--- config.mk ---
export PLATFORM = sky130hd
export DESIGN_NAME = sync_header_xor_deframer
export DESIGN_NICKNAME = d
export VERILOG_FILES = /design/src/design/shd_pkg.sv /design/src/design/shd_cfg_regs.sv /design/src/design/shd_frame_core.sv /design/src/design/sync_header_xor_deframer.sv
export SDC_FILE = /design/constraint.sdc
export NUM_CORES = 1
export LEC_CHECK = 0
export BUFFER_PORTS_ARGS = -buffer_cell sky130_fd_sc_hd__buf_2
export CAP_MARGIN = 5
export CORE_MARGIN = 1
export CORE_UTILIZATION = 38
export CTS_CLUSTER_DIAMETER = 150
export DETAILED_ROUTE_END_ITERATION = 10
export PLACE_DENSITY_LB_ADDON = 0.25
export SYNTH_ARGS = -nofsm -noshare
export SYNTH_HDL_FRONTEND = slang
export SYNTH_SLANG_ARGS = --single-unit
--- constraint.sdc ---
create_clock -name clk -period 2.9 [get_ports clk]
set_clock_uncertainty 0.1 [all_clocks]
set_input_delay 0.435 -clock clk [delete_from_list [all_inputs] [get_ports clk]]
set_output_delay 0.435 -clock clk [all_outputs]
set_load 0.005 [all_outputs]
--- src/design/shd_pkg.sv ---
// Shared types and constants for the sync header XOR deframer.
package shd_pkg;

    localparam int unsigned BYTE_W = 8;
    localparam int unsigned CFG_INDEX_W = 8;

    localparam logic [CFG_INDEX_W-1:0] CFG_IDX_SYNC_FIRST = 8'd0;
    localparam logic [CFG_INDEX_W-1:0] CFG_IDX_SYNC_SECOND = 8'd1;
    localparam logic [CFG_INDEX_W-1:0] CFG_IDX_ID_A = 8'd2;
    localparam logic [CFG_INDEX_W-1:0] CFG_IDX_ID_B = 8'd3;

    localparam logic [BYTE_W-1:0] SYNC_FIRST_RST = 8'h55;
    localparam logic [BYTE_W-1:0] SYNC_SECOND_RST = 8'hAA;
    localparam logic [BYTE_W-1:0] ID_A_RST = 8'h01;
    localparam logic [BYTE_W-1:0] ID_B_RST = 8'h05;

    localparam int unsigned ID_POS = 2;
    localparam int unsigned LEN_POS = 3;

    localparam logic [1:0] ST_GOOD = 2'd0;
    localparam logic [1:0] ST_BAD_ID = 2'd1;
    localparam logic [1:0] ST_BAD_SUM = 2'd2;

    typedef enum logic [2:0] {
        PH_HEADER = 3'b001,
        PH_BODY = 3'b010,
        PH_HUNT = 3'b100
    } phase_t;

    typedef struct packed {
        logic [BYTE_W-1:0] sync_first;
        logic [BYTE_W-1:0] sync_second;
        logic [BYTE_W-1:0] id_a;
        logic [BYTE_W-1:0] id_b;
    } cfg_t;

    typedef struct packed {
        logic [BYTE_W-1:0] payload_byte;
        logic payload_valid;
        logic [BYTE_W-1:0] packet_id;
        logic frame_end;
        logic [1:0] frame_status;
        logic in_sync;
    } res_t;

endpackage

--- src/design/shd_cfg_regs.sv ---
// Configuration register file for the deframer.
module shd_cfg_regs
    import shd_pkg::*;
(
    input  logic clk,
    input  logic rst_n,
    input  logic wr_en,
    input  logic [CFG_INDEX_W-1:0] wr_index,
    input  logic [BYTE_W-1:0] wr_data,
    output cfg_t cfg
);

    cfg_t cfg_reg;
    cfg_t cfg_next;

    always_comb
    begin
        cfg_next = cfg_reg;
        if (wr_en)
        begin
            unique case (wr_index)
                CFG_IDX_SYNC_FIRST:  cfg_next.sync_first = wr_data;
                CFG_IDX_SYNC_SECOND: cfg_next.sync_second = wr_data;
                CFG_IDX_ID_A:        cfg_next.id_a = wr_data;
                CFG_IDX_ID_B:        cfg_next.id_b = wr_data;
                default:             cfg_next = cfg_reg;
            endcase
        end
    end

    always_ff @(posedge clk or negedge rst_n)
    begin
        if (!rst_n)
        begin
            cfg_reg.sync_first <= SYNC_FIRST_RST;
            cfg_reg.sync_second <= SYNC_SECOND_RST;
            cfg_reg.id_a <= ID_A_RST;
            cfg_reg.id_b <= ID_B_RST;
        end
        else
        begin
            cfg_reg <= cfg_next;
        end
    end

    assign cfg = cfg_reg;

endmodule

--- src/design/shd_frame_core.sv ---
// Framing state machine: header collection, body XOR check and sync hunt.
module shd_frame_core
    import shd_pkg::*;
#(
    parameter int unsigned HEADER_BYTES = 6
)
(
    input  logic clk,
    input  logic rst_n,
    input  logic step,
    input  logic [BYTE_W-1:0] rx_byte,
    input  logic line_error,
    input  cfg_t cfg,
    output res_t res
);

    localparam int unsigned CNT_W = $clog2(HEADER_BYTES);
    localparam logic [CNT_W-1:0] LAST_POS = CNT_W'(HEADER_BYTES - 1);
    localparam logic [CNT_W-1:0] ID_CNT = CNT_W'(ID_POS);
    localparam logic [CNT_W-1:0] LEN_CNT = CNT_W'(LEN_POS);

    phase_t phase_reg;
    phase_t phase_next;
    logic [CNT_W-1:0] hdr_cnt_reg;
    logic [CNT_W-1:0] hdr_cnt_next;
    logic [BYTE_W-1:0] prev_byte_reg;
    logic [BYTE_W-1:0] prev_byte_next;
    logic [BYTE_W-1:0] frame_id_reg;
    logic [BYTE_W-1:0] frame_id_next;
    logic [BYTE_W-1:0] body_len_reg;
    logic [BYTE_W-1:0] body_len_next;
    logic [BYTE_W-1:0] exp_sum_reg;
    logic [BYTE_W-1:0] exp_sum_next;
    logic [BYTE_W-1:0] run_xor_reg;
    logic [BYTE_W-1:0] run_xor_next;
    logic [BYTE_W-1:0] body_cnt_reg;
    logic [BYTE_W-1:0] body_cnt_next;
    logic go_hunt;
    logic [BYTE_W-1:0] len_now;

    always_comb
    begin
        phase_next = phase_reg;
        hdr_cnt_next = hdr_cnt_reg;
        prev_byte_next = prev_byte_reg;
        frame_id_next = frame_id_reg;
        body_len_next = body_len_reg;
        exp_sum_next = exp_sum_reg;
        run_xor_next = run_xor_reg;
        body_cnt_next = body_cnt_reg;
        go_hunt = 1'b0;
        len_now = body_len_reg;

        res.payload_byte = '0;
        res.payload_valid = 1'b0;
        res.packet_id = frame_id_reg;
        res.frame_end = 1'b0;
        res.frame_status = ST_GOOD;

        if (line_error)
        begin
            go_hunt = 1'b1;
        end
        else
        begin
            unique case (phase_reg)
                PH_HEADER:
                begin
                    if (hdr_cnt_reg == ID_CNT && rx_byte != cfg.id_a && rx_byte != cfg.id_b)
                    begin
                        res.frame_end = 1'b1;
                        res.frame_status = ST_BAD_ID;
                        res.packet_id = rx_byte;
                        go_hunt = 1'b1;
                    end
                    else
                    begin
                        if (hdr_cnt_reg == ID_CNT)
                        begin
                            frame_id_next = rx_byte;
                            res.packet_id = rx_byte;
                        end
                        if (hdr_cnt_reg == LEN_CNT)
                        begin
                            len_now = rx_byte;
                        end
                        body_len_next = len_now;
                        if (hdr_cnt_reg == LAST_POS)
                        begin
                            exp_sum_next = rx_byte;
                            hdr_cnt_next = '0;
                            run_xor_next = '0;
                            body_cnt_next = '0;
                            if (len_now == '0)
                            begin
                                res.frame_end = 1'b1;
                                if (rx_byte == '0)
                                begin
                                    res.frame_status = ST_GOOD;
                                    phase_next = PH_HEADER;
                                end
                                else
                                begin
                                    res.frame_status = ST_BAD_SUM;
                                    go_hunt = 1'b1;
                                end
                            end
                            else
                            begin
                                phase_next = PH_BODY;
                            end
                        end
                        else
                        begin
                            hdr_cnt_next = hdr_cnt_reg + 1'b1;
                        end
                    end
                end
                PH_BODY:
                begin
                    res.payload_byte = rx_byte;
                    res.payload_valid = 1'b1;
                    run_xor_next = run_xor_reg ^ rx_byte;
                    body_cnt_next = body_cnt_reg + 1'b1;
                    if (body_cnt_next == body_len_reg)
                    begin
                        res.frame_end = 1'b1;
                        if (run_xor_next == exp_sum_reg)
                        begin
                            res.frame_status = ST_GOOD;
                            phase_next = PH_HEADER;
                            hdr_cnt_next = '0;
                        end
                        else
                        begin
                            res.frame_status = ST_BAD_SUM;
                            go_hunt = 1'b1;
                        end
                    end
                end
                default:
                begin
                    if (rx_byte == cfg.sync_second && prev_byte_reg == cfg.sync_first)
                    begin
                        phase_next = PH_HEADER;
                        hdr_cnt_next = ID_CNT;
                    end
                    else
                    begin
                        phase_next = PH_HUNT;
                        prev_byte_next = rx_byte;
                    end
                end
            endcase
        end

        if (go_hunt)
        begin
            phase_next = PH_HUNT;
            prev_byte_next = '0;
            hdr_cnt_next = '0;
        end

        res.in_sync = (phase_next == PH_HEADER) || (phase_next == PH_BODY);
    end

    always_ff @(posedge clk or negedge rst_n)
    begin
        if (!rst_n)
        begin
            phase_reg <= PH_HEADER;
            hdr_cnt_reg <= '0;
            prev_byte_reg <= '0;
            frame_id_reg <= '0;
            body_len_reg <= '0;
            exp_sum_reg <= '0;
            run_xor_reg <= '0;
            body_cnt_reg <= '0;
        end
        else if (step)
        begin
            phase_reg <= phase_next;
            hdr_cnt_reg <= hdr_cnt_next;
            prev_byte_reg <= prev_byte_next;
            frame_id_reg <= frame_id_next;
            body_len_reg <= body_len_next;
            exp_sum_reg <= exp_sum_next;
            run_xor_reg <= run_xor_next;
            body_cnt_reg <= body_cnt_next;
        end
    end

endmodule

--- src/design/sync_header_xor_deframer.sv ---
// Top level of the sync header XOR deframer: input and result registers.
//
// Received bytes enter on the item channel (item_valid, item_stall) with
// rx_byte and line_error; each accepted item gives exactly one result on the
// result channel (result_valid, result_stall). A result carries the body byte
// when payload_valid is set, the packet ID, the frame end flag with its
// status, and the alignment flag. Configuration registers (sync pair and the
// two accepted IDs) are written through cfg_valid/cfg_ready with cfg_index
// and cfg_data; cfg_ready is always high, and writes belong to idle periods.
// An item is held in the input register, is processed by the framing logic
// and lands in the result register, where its result is presented; one item
// is taken every cycle while the receiver does not stall, limited only by
// the single framing state update.
// While the receiver stalls, the result register holds; the input register
// still takes one more item and then stalls the sender.
// Reset puts the deframer into header collection as if aligned, with all
// counters and checksum state cleared and the configuration registers at their defaults.
module sync_header_xor_deframer
    import shd_pkg::*;
#(
    parameter int unsigned HEADER_BYTES = 6
)
(
    input  logic clk,
    input  logic rst_n,
    input  logic item_valid,
    output logic item_stall,
    input  logic [BYTE_W-1:0] rx_byte,
    input  logic line_error,
    output logic result_valid,
    input  logic result_stall,
    output logic [BYTE_W-1:0] payload_byte,
    output logic payload_valid,
    output logic [BYTE_W-1:0] packet_id,
    output logic frame_end,
    output logic [1:0] frame_status,
    output logic in_sync,
    input  logic cfg_valid,
    output logic cfg_ready,
    input  logic [CFG_INDEX_W-1:0] cfg_index,
    input  logic [BYTE_W-1:0] cfg_data
);

    cfg_t cfg;
    res_t res;
    res_t res_reg;
    logic item_vld_reg;
    logic item_vld_next;
    logic [BYTE_W-1:0] rx_byte_reg;
    logic line_error_reg;
    logic result_valid_reg;
    logic result_valid_next;
    logic advance;
    logic accept;

    assign cfg_ready = 1'b1;

    shd_cfg_regs u_cfg
    (
        .clk      (clk),
        .rst_n    (rst_n),
        .wr_en    (cfg_valid),
        .wr_index (cfg_index),
        .wr_data  (cfg_data),
        .cfg      (cfg)
    );

    shd_frame_core #(
        .HEADER_BYTES (HEADER_BYTES)
    ) u_core
    (
        .clk        (clk),
        .rst_n      (rst_n),
        .step       (advance),
        .rx_byte    (rx_byte_reg),
        .line_error (line_error_reg),
        .cfg        (cfg),
        .res        (res)
    );

    assign advance = item_vld_reg && (!result_valid_reg || !result_stall);
    assign item_stall = item_vld_reg && !advance;
    assign accept = item_valid && !item_stall;

    always_comb
    begin
        item_vld_next = item_vld_reg;
        if (accept)
        begin
            item_vld_next = 1'b1;
        end
        else if (advance)
        begin
            item_vld_next = 1'b0;
        end

        result_valid_next = result_valid_reg;
        if (advance)
        begin
            result_valid_next = 1'b1;
        end
        else if (!result_stall)
        begin
            result_valid_next = 1'b0;
        end
    end

    always_ff @(posedge clk or negedge rst_n)
    begin
        if (!rst_n)
        begin
            item_vld_reg <= 1'b0;
            result_valid_reg <= 1'b0;
        end
        else
        begin
            item_vld_reg <= item_vld_next;
            result_valid_reg <= result_valid_next;
        end
    end

    always_ff @(posedge clk)
    begin
        if (accept)
        begin
            rx_byte_reg <= rx_byte;
            line_error_reg <= line_error;
        end
        if (advance)
        begin
            res_reg <= res;
        end
    end

    assign result_valid = result_valid_reg;
    assign payload_byte = res_reg.payload_byte;
    assign payload_valid = res_reg.payload_valid;
    assign packet_id = res_reg.packet_id;
    assign frame_end = res_reg.frame_end;
    assign frame_status = res_reg.frame_status;
    assign in_sync = res_reg.in_sync;

    assert property (@(posedge clk) disable iff (!rst_n)
        (result_valid && !frame_end) |-> (frame_status == ST_GOOD))
        else $error("Status reported without a frame end.");

    assert property (@(posedge clk) disable iff (!rst_n)
        (result_valid && frame_status == ST_BAD_ID) |-> (!payload_valid && !in_sync))
        else $error("Unknown ID rejection did not drop alignment.");

    assert property (@(posedge clk) disable iff (!rst_n)
        (result_valid && frame_status == ST_BAD_SUM) |-> (frame_end && !in_sync))
        else $error("Checksum mismatch did not enter hunt mode.");

    assert property (@(posedge clk) disable iff (!rst_n)
        item_stall |-> (result_valid && result_stall))
        else $error("Input stalled while the result side was free.");

endmodule
==> results.toml, run 1 <==
[status]
status = "complete, no violations"

[timing]
slew_headroom_pct = 52.3
finalHoldViolCount = 0
holdWs_ps = 86.0
rsz0062_at_grt = "no"
fin_crit_sh_pct = 97.2
tns_ps = 0
min_period_ps = 2820
drv_slew = 0
setup_viol = 0
max_freq_mhz = 355
worstMarginPinSlew_ps = 714

[setup_path]
cp_data_required_time_ps = 3100
path_buf_inv = 0
crit_path_top_delay_cell = "or4_4"
cp-start-kind = "register"
reg2reg_slack_ps = 80
max_stage_delay_ps = 590
cp.arrival_ps = 3020
crit_chain = "ha_1, and4_4, and2_4, o311a_1, or4_4, o211ai_4, o21ai_2, a22o_1"
cp_max_fo = 9
endpoint_kind = "register"
crit_type = "reg2reg"
crit_family = "compound AO/OA/AOI/OAI gates"

[final_layout]
largest_reg_flops = 32
drive_above_1_share_pct = 32.5
multi_input_area_um2 = 2390
final_area_um2 = 6710
nFillCells = 1344
areaGrowthSynthToFinish_pct = 18.8
final_util_pct = 46.2
fin_nets = 566
n_antenna_cell = 0
seq_area_um2 = 3120

[global_routing]
overflow = 0
antenna_found_initial = 0
grt_pass1_wl_mm = 20.5
grt_use_total_pct = 18.4
grt_pass1_vias = 3911
grt_max_degree = 49

[clocking]
clock_latency_ps = 430
cts_setup_buffers = 0
htreeDepth = 4
clk_pin_slew_ps = 50
cts_tree = "done"
cts-root-buf = "clkbuf_16"
cts_sinks = 118
cts_made_buffers = 17
clockBufferDepth = 2

[synth]
synth_seq_cells = 118
netlist.area_leader.share_pct = 33.7
ys_seq_area_share_pct = 55.2
ys_warn_count = 0
synth_most_common_cell = "dfrtp_1"
synth_top_area_cell = "dfrtp_1"
synthesis.area_um2 = 5650
synthTopCellsByArea = "dfrtp_1, edfxtp_1, mux2_2, dfstp_2, xor2_1"
async_flop_share_pct = 74.6
synth_edf_count = 30
syn_inst = 461
avgSynthCellArea_um2 = 12.2
ys_dominant_reg_cell = "dfrtp_1"
synthDistinctLibCells = 59
synth_commonest_cells = "dfrtp_1, mux2_2, nand2_1"
syn-num-nets = 493

[floorplan]
start_util_pct = 38.9
die_h_um = 124
dieWidth_um = 124
coreArea_um2 = 14500
std_cell_rows = 44
design.die.area_um2 = 15400
io_pins = 54

[placed_design]
placed_area_um2 = 6150
dp_hpwl_mm = 8.71
gp_congestion = 0.860
io_buffers = 52

[route]
route.detailed.drc = 0
drt_iter0_markers = 233
final_antenna_net_count = 0
drt-wirelength-per-cell_um = 17.0
vias_per_cell = 5.26
finalWirelength_mm = 12.4
vias = 3846
dr.pass1.iters = 4

[power_and_ir_drop]
power.total_mw = 4.04
pwr_density_cell_nw_per_um2 = 603
p_leak_nw = 3.04
max-vdd-ir-drop_v = 0.000385

[run]
drv_cap = 0

[worst_hold_path]
hp-class = "in2reg"
[through the flow]
step	worst slack, ps	instances
after floorplan	229	461
after global placement	199	698
after detailed placement	115	698
after CTS	107	731
after global routing	1.56	731
final	82.5	731
[where the power goes]
group          internal, mW  leakage [nW]  switching (mW)
sequential             1.78          1.46          0.0470
clock                  1.24         0.266           0.715
combinational         0.115          1.31           0.146
[kinds of logic (layout without fill, tap and decap cells)]
| family | Yosys count | count (layout) | share of synthesized area (%) |
|---|---|---|---|
| other cells | 1 | 1 | 0.0664 |
| mux | 64 | 64 | 12.8 |
| simple gates | 135 | 135 | 12.3 |
| fa+ha+maj | 2 | 2 | 0.443 |
| compound gates | 63 | 63 | 7.69 |
| buf+inv | 20 | 106 | 2.53 |
| xor+xnor | 58 | 58 | 9.00 |
| flops | 118 | 118 | 55.2 |
[area by class of cell]
class	count	share of cell area, %
sequential	118	46.5
multi-input combinational	323	35.6
clock buffer	19	6.45
timing repair buffer	70	6.15
tap	184	3.43
clock inverter	13	1.70
inverter	4	0.224
[placed cells by master, fill, tap and decap left out, types with 2 or more instances in the layout]
| cell type | count |
|---|---|
| o31ai_1 | 3 |
| nand2_1 | 39 |
| xor2_1 | 31 |
| nand3b_1 | 2 |
| xnor2_1 | 27 |
| clkbuf_16 | 17 |
| dfrtp_1 | 76 |
| o21ai_0 | 27 |
| nand3_1 | 6 |
| and3_1 | 3 |
| nand4_1 | 8 |
| a22o_1 | 8 |
| clkinv_1 | 7 |
| a21oi_1 | 2 |
| dfstp_2 | 12 |
| inv_1 | 3 |
| nor3b_1 | 3 |
| clkinv_2 | 3 |
| o32ai_1 | 2 |
| edfxtp_1 | 30 |
| nand2b_1 | 5 |
| nor3_1 | 6 |
| and2_1 | 11 |
| or3_1 | 2 |
| bufinv_16 | 2 |
| o21ai_1 | 2 |
| nor2_1 | 29 |
| clkbuf_1 | 2 |
| buf_2 | 51 |
| a211oi_1 | 3 |
| a31oi_1 | 2 |
| a31o_1 | 2 |
| mux2_2 | 63 |
| nor4_1 | 10 |
| ha_1 | 2 |
| nor3_2 | 2 |
| buf_4 | 17 |
[worst reg2reg max path: stages (launching register included)]
cell and delay [ps]:
dfrtp_1 440, ha_1 250, and4_4 170, and2_4 160, o311a_1 280, or4_4 590
o211ai_4 290, o21ai_2 180, a22o_1 230
[routing by layer]
metal,vias up,global-route usage (%),routed length [um]
met5,-,0,0
met4,0,9.08,315
met3,28,4.85,612
met2,114,27.8,5780
met1,1900,24.4,5710
li1,1804,-,-
[what timing repair did]
item | 4_1_cts | 5_1_grt
endpoints found under the hold margin | 39 | 0
endpoints found under the setup margin | 0 | 0
hold buffers | 1 | 0
gates resized for setup | 0 | 0
[worst paths after layout]
kind / startpoint / to / depth (start not counted)
worst max-delay path: u_core.body_cnt_reg[0] / u_core.prev_byte_reg[1] / 8
worst min-delay path: rx_byte[1] / rx_byte_reg[1] / 1
worst max register to register: u_core.body_cnt_reg[0] / u_core.prev_byte_reg[1] / 8
worst min register to register: u_core.frame_id_reg[6] / u_core.frame_id_reg[6] / 1
max in group asynchronous: rst_n / u_core.phase_reg[0] / 3
min in group asynchronous: rst_n / item_vld_reg / 2
(Power assumes the default switching activity.)
==> run 2: changes to the inputs <==
--- a/config.mk
+++ b/config.mk
@@ -9,6 +9,7 @@
 export CAP_MARGIN = 5
 export CORE_MARGIN = 1
 export CORE_UTILIZATION = 38
+export CTS_BUF_LIST = sky130_fd_sc_hd__clkbuf_16
 export CTS_CLUSTER_DIAMETER = 150
 export DETAILED_ROUTE_END_ITERATION = 10
 export PLACE_DENSITY_LB_ADDON = 0.25
==> run 2 against run 1 <==
Effect of this change: clock power about the same; die area unchanged; global-route usage unchanged; count of clock-buffer cells in the layout down 2; critical endpoint unchanged; sequential share of layout area unchanged; routed wire length up 0.23%.
==> results.toml, run 2 (synthesized netlist as in run 1, its figures left out) <==
[status]
status = "complete, no violations"

[setup_path]
cp_data_required_time_ps = 3100
crit_type = "reg2reg"
reg2reg_from = "u_core.body_cnt_reg[0]"
cp-startpoint = "u_core.body_cnt_reg[0]"
crit_chain = "ha_1, and4_4, and2_4, o311a_1, or4_4, o211ai_4, o21ai_2, a22o_1"
cp_max_fo = 9
crit_path_top_delay_cell = "or4_4"
cp-start-kind = "register"
endpoint_kind = "register"
max_stage_delay_ps = 590
cp.arrival_ps = 3020

[route]
finalWirelength_mm = 12.4
drt-wirelength-per-cell_um = 17.0
vias = 3850
vias_per_cell = 5.27
drt_iter0_markers = 233
dr.pass1.iters = 4
final_antenna_net_count = 0
route.detailed.drc = 0

[power_and_ir_drop]
p_int_mw = 3.13
max-vdd-ir-drop_v = 0.000386
power.total_mw = 4.04
pwr_density_cell_nw_per_um2 = 602
combPwrFrac_pct = 6.5
power_frac_clock_pct = 48.2
switching_share_pct = 22.5
p_seq_share_pct = 45.3
switching_power_mw = 0.909
p_leak_nw = 3.04

[floorplan]
start_util_pct = 38.9
design.die.area_um2 = 15400
std_cell_rows = 44
die_h_um = 124
io_pins = 54
coreArea_um2 = 14500
dieWidth_um = 124

[timing]
setup_viol = 0
min_period_ps = 2820
max_freq_mhz = 355
tns_ps = 0
rsz0062_at_grt = "no"
drv_slew = 0
finalHoldViolCount = 0
worstMarginPinSlew_ps = 732
slew_headroom_pct = 51.1
fin_crit_sh_pct = 97.1

[placed_design]
dp_hpwl_mm = 8.71
placed_area_um2 = 6150
gp_congestion = 0.860
io_buffers = 52
dp.cells = 698

[final_layout]
fin_nets = 566
final_util_pct = 46.2
areaGrowthSynthToFinish_pct = 18.8
n_antenna_cell = 0
final_area_um2 = 6710
layout_common_cells = "dfrtp_1, mux2_2, buf_2, nand2_1, xor2_1"
layoutNonFillerInstCount = 731
layout_commonest_cell = "dfrtp_1"
largest_reg_flops = 32
drive_above_1_share_pct = 32.5

[global_routing]
grt_pass1_wl_mm = 20.5
overflow = 0
antenna_found_initial = 0
grt_use_total_pct = 18.4
grt_pass1_vias = 3911
grt_max_degree = 49

[worst_hold_path]
holdCritStartpoint = "rx_byte[1]"
hp-class = "in2reg"

[clocking]
clockBufferDepth = 2
cts_tree = "done"
clk_pin_slew_ps = 50
htreeDepth = 4
cts-root-buf = "clkbuf_16"
cts_made_buffers = 17
cts_sinks = 118
clock_latency_ps = 430

[run]
drv_cap = 0
## run 2: cell count changes in the layout (fill, tap and decap cells not counted), sizes merged
| cell | previous run | this run |
|---|---|---|
| inv | 3 | 5 |
| clkbuf | 19 | 17 |
## run 2: layout make-up
class / instances / area, um2
Fill cell: 1344 / 7830
Sequential cell: 118 / 3120
Multi-Input combinational cell: 323 / 2390
Clock buffer: 17 / 425
Timing Repair Buffer: 70 / 413
Tap cell: 184 / 230
Clock inverter: 15 / 121
Inverter: 4 / 15.0
## run 2: power groups by stage
stage                     logic (mW)  clock network [mW]  registers, mW
after detailed placement       0.266                   0           1.86
after global placement         0.258                   0           1.86
after floorplan                0.144                   0           1.85
after global routing           0.293                2.06           1.84
after CTS                      0.267                1.98           1.83
final                          0.261                1.95           1.83
## run 2: repair_timing
item	4_1_cts	5_1_grt
hold endpoints to repair	39	0
buffers inserted	0	0
resized for setup	0	0
hold buffers	1	0
## run 2: per-layer routing
| layer | wire length, um | share of wire (%) | up-vias | global-route usage, % |
|---|---|---|---|---|
| met4 | 362 | 2.9 | 0 | 9.08 |
| met3 | 777 | 6.2 | 32 | 4.85 |
| li1 | - | - | 1804 | - |
| met1 | 5580 | 45 | 1888 | 24.4 |
| met5 | 0 | 0 | - | 0 |
| met2 | 5720 | 46 | 126 | 27.8 |
## run 2: final timing paths
path	end	cells after the start	slack, ps
min	rx_byte_reg[1]	1	90
max reg2reg	u_core.prev_byte_reg[1]	8	80
max in group asynchronous	u_cfg.cfg[19]	3	1530
min reg2reg	u_core.frame_id_reg[6]	1	400
max	u_core.prev_byte_reg[1]	8	80
min in group asynchronous	u_core.body_cnt_reg[5]	2	460
## run 2: per-stage QoR
| stage | setup slack, ps | hold WS [ps] |
|---|---|---|
| 2_1_floorplan | 229 | 39.4 |
| 4_1_cts | 107 | 71.6 |
| 3_5_place_dp | 115 | 367 |
| 3_3_place_gp | 199 | 360 |
| 5_1_grt | 1.56 | 72.8 |
| 6_report | 84.7 | 85.6 |
## run 2: critical path: cells and delay by family, from the launching register on
family / cells / cell delay (ps)
compound gates: 4 / 980
flops: 1 / 440
simple gates: 3 / 920
fa+ha+maj: 1 / 250
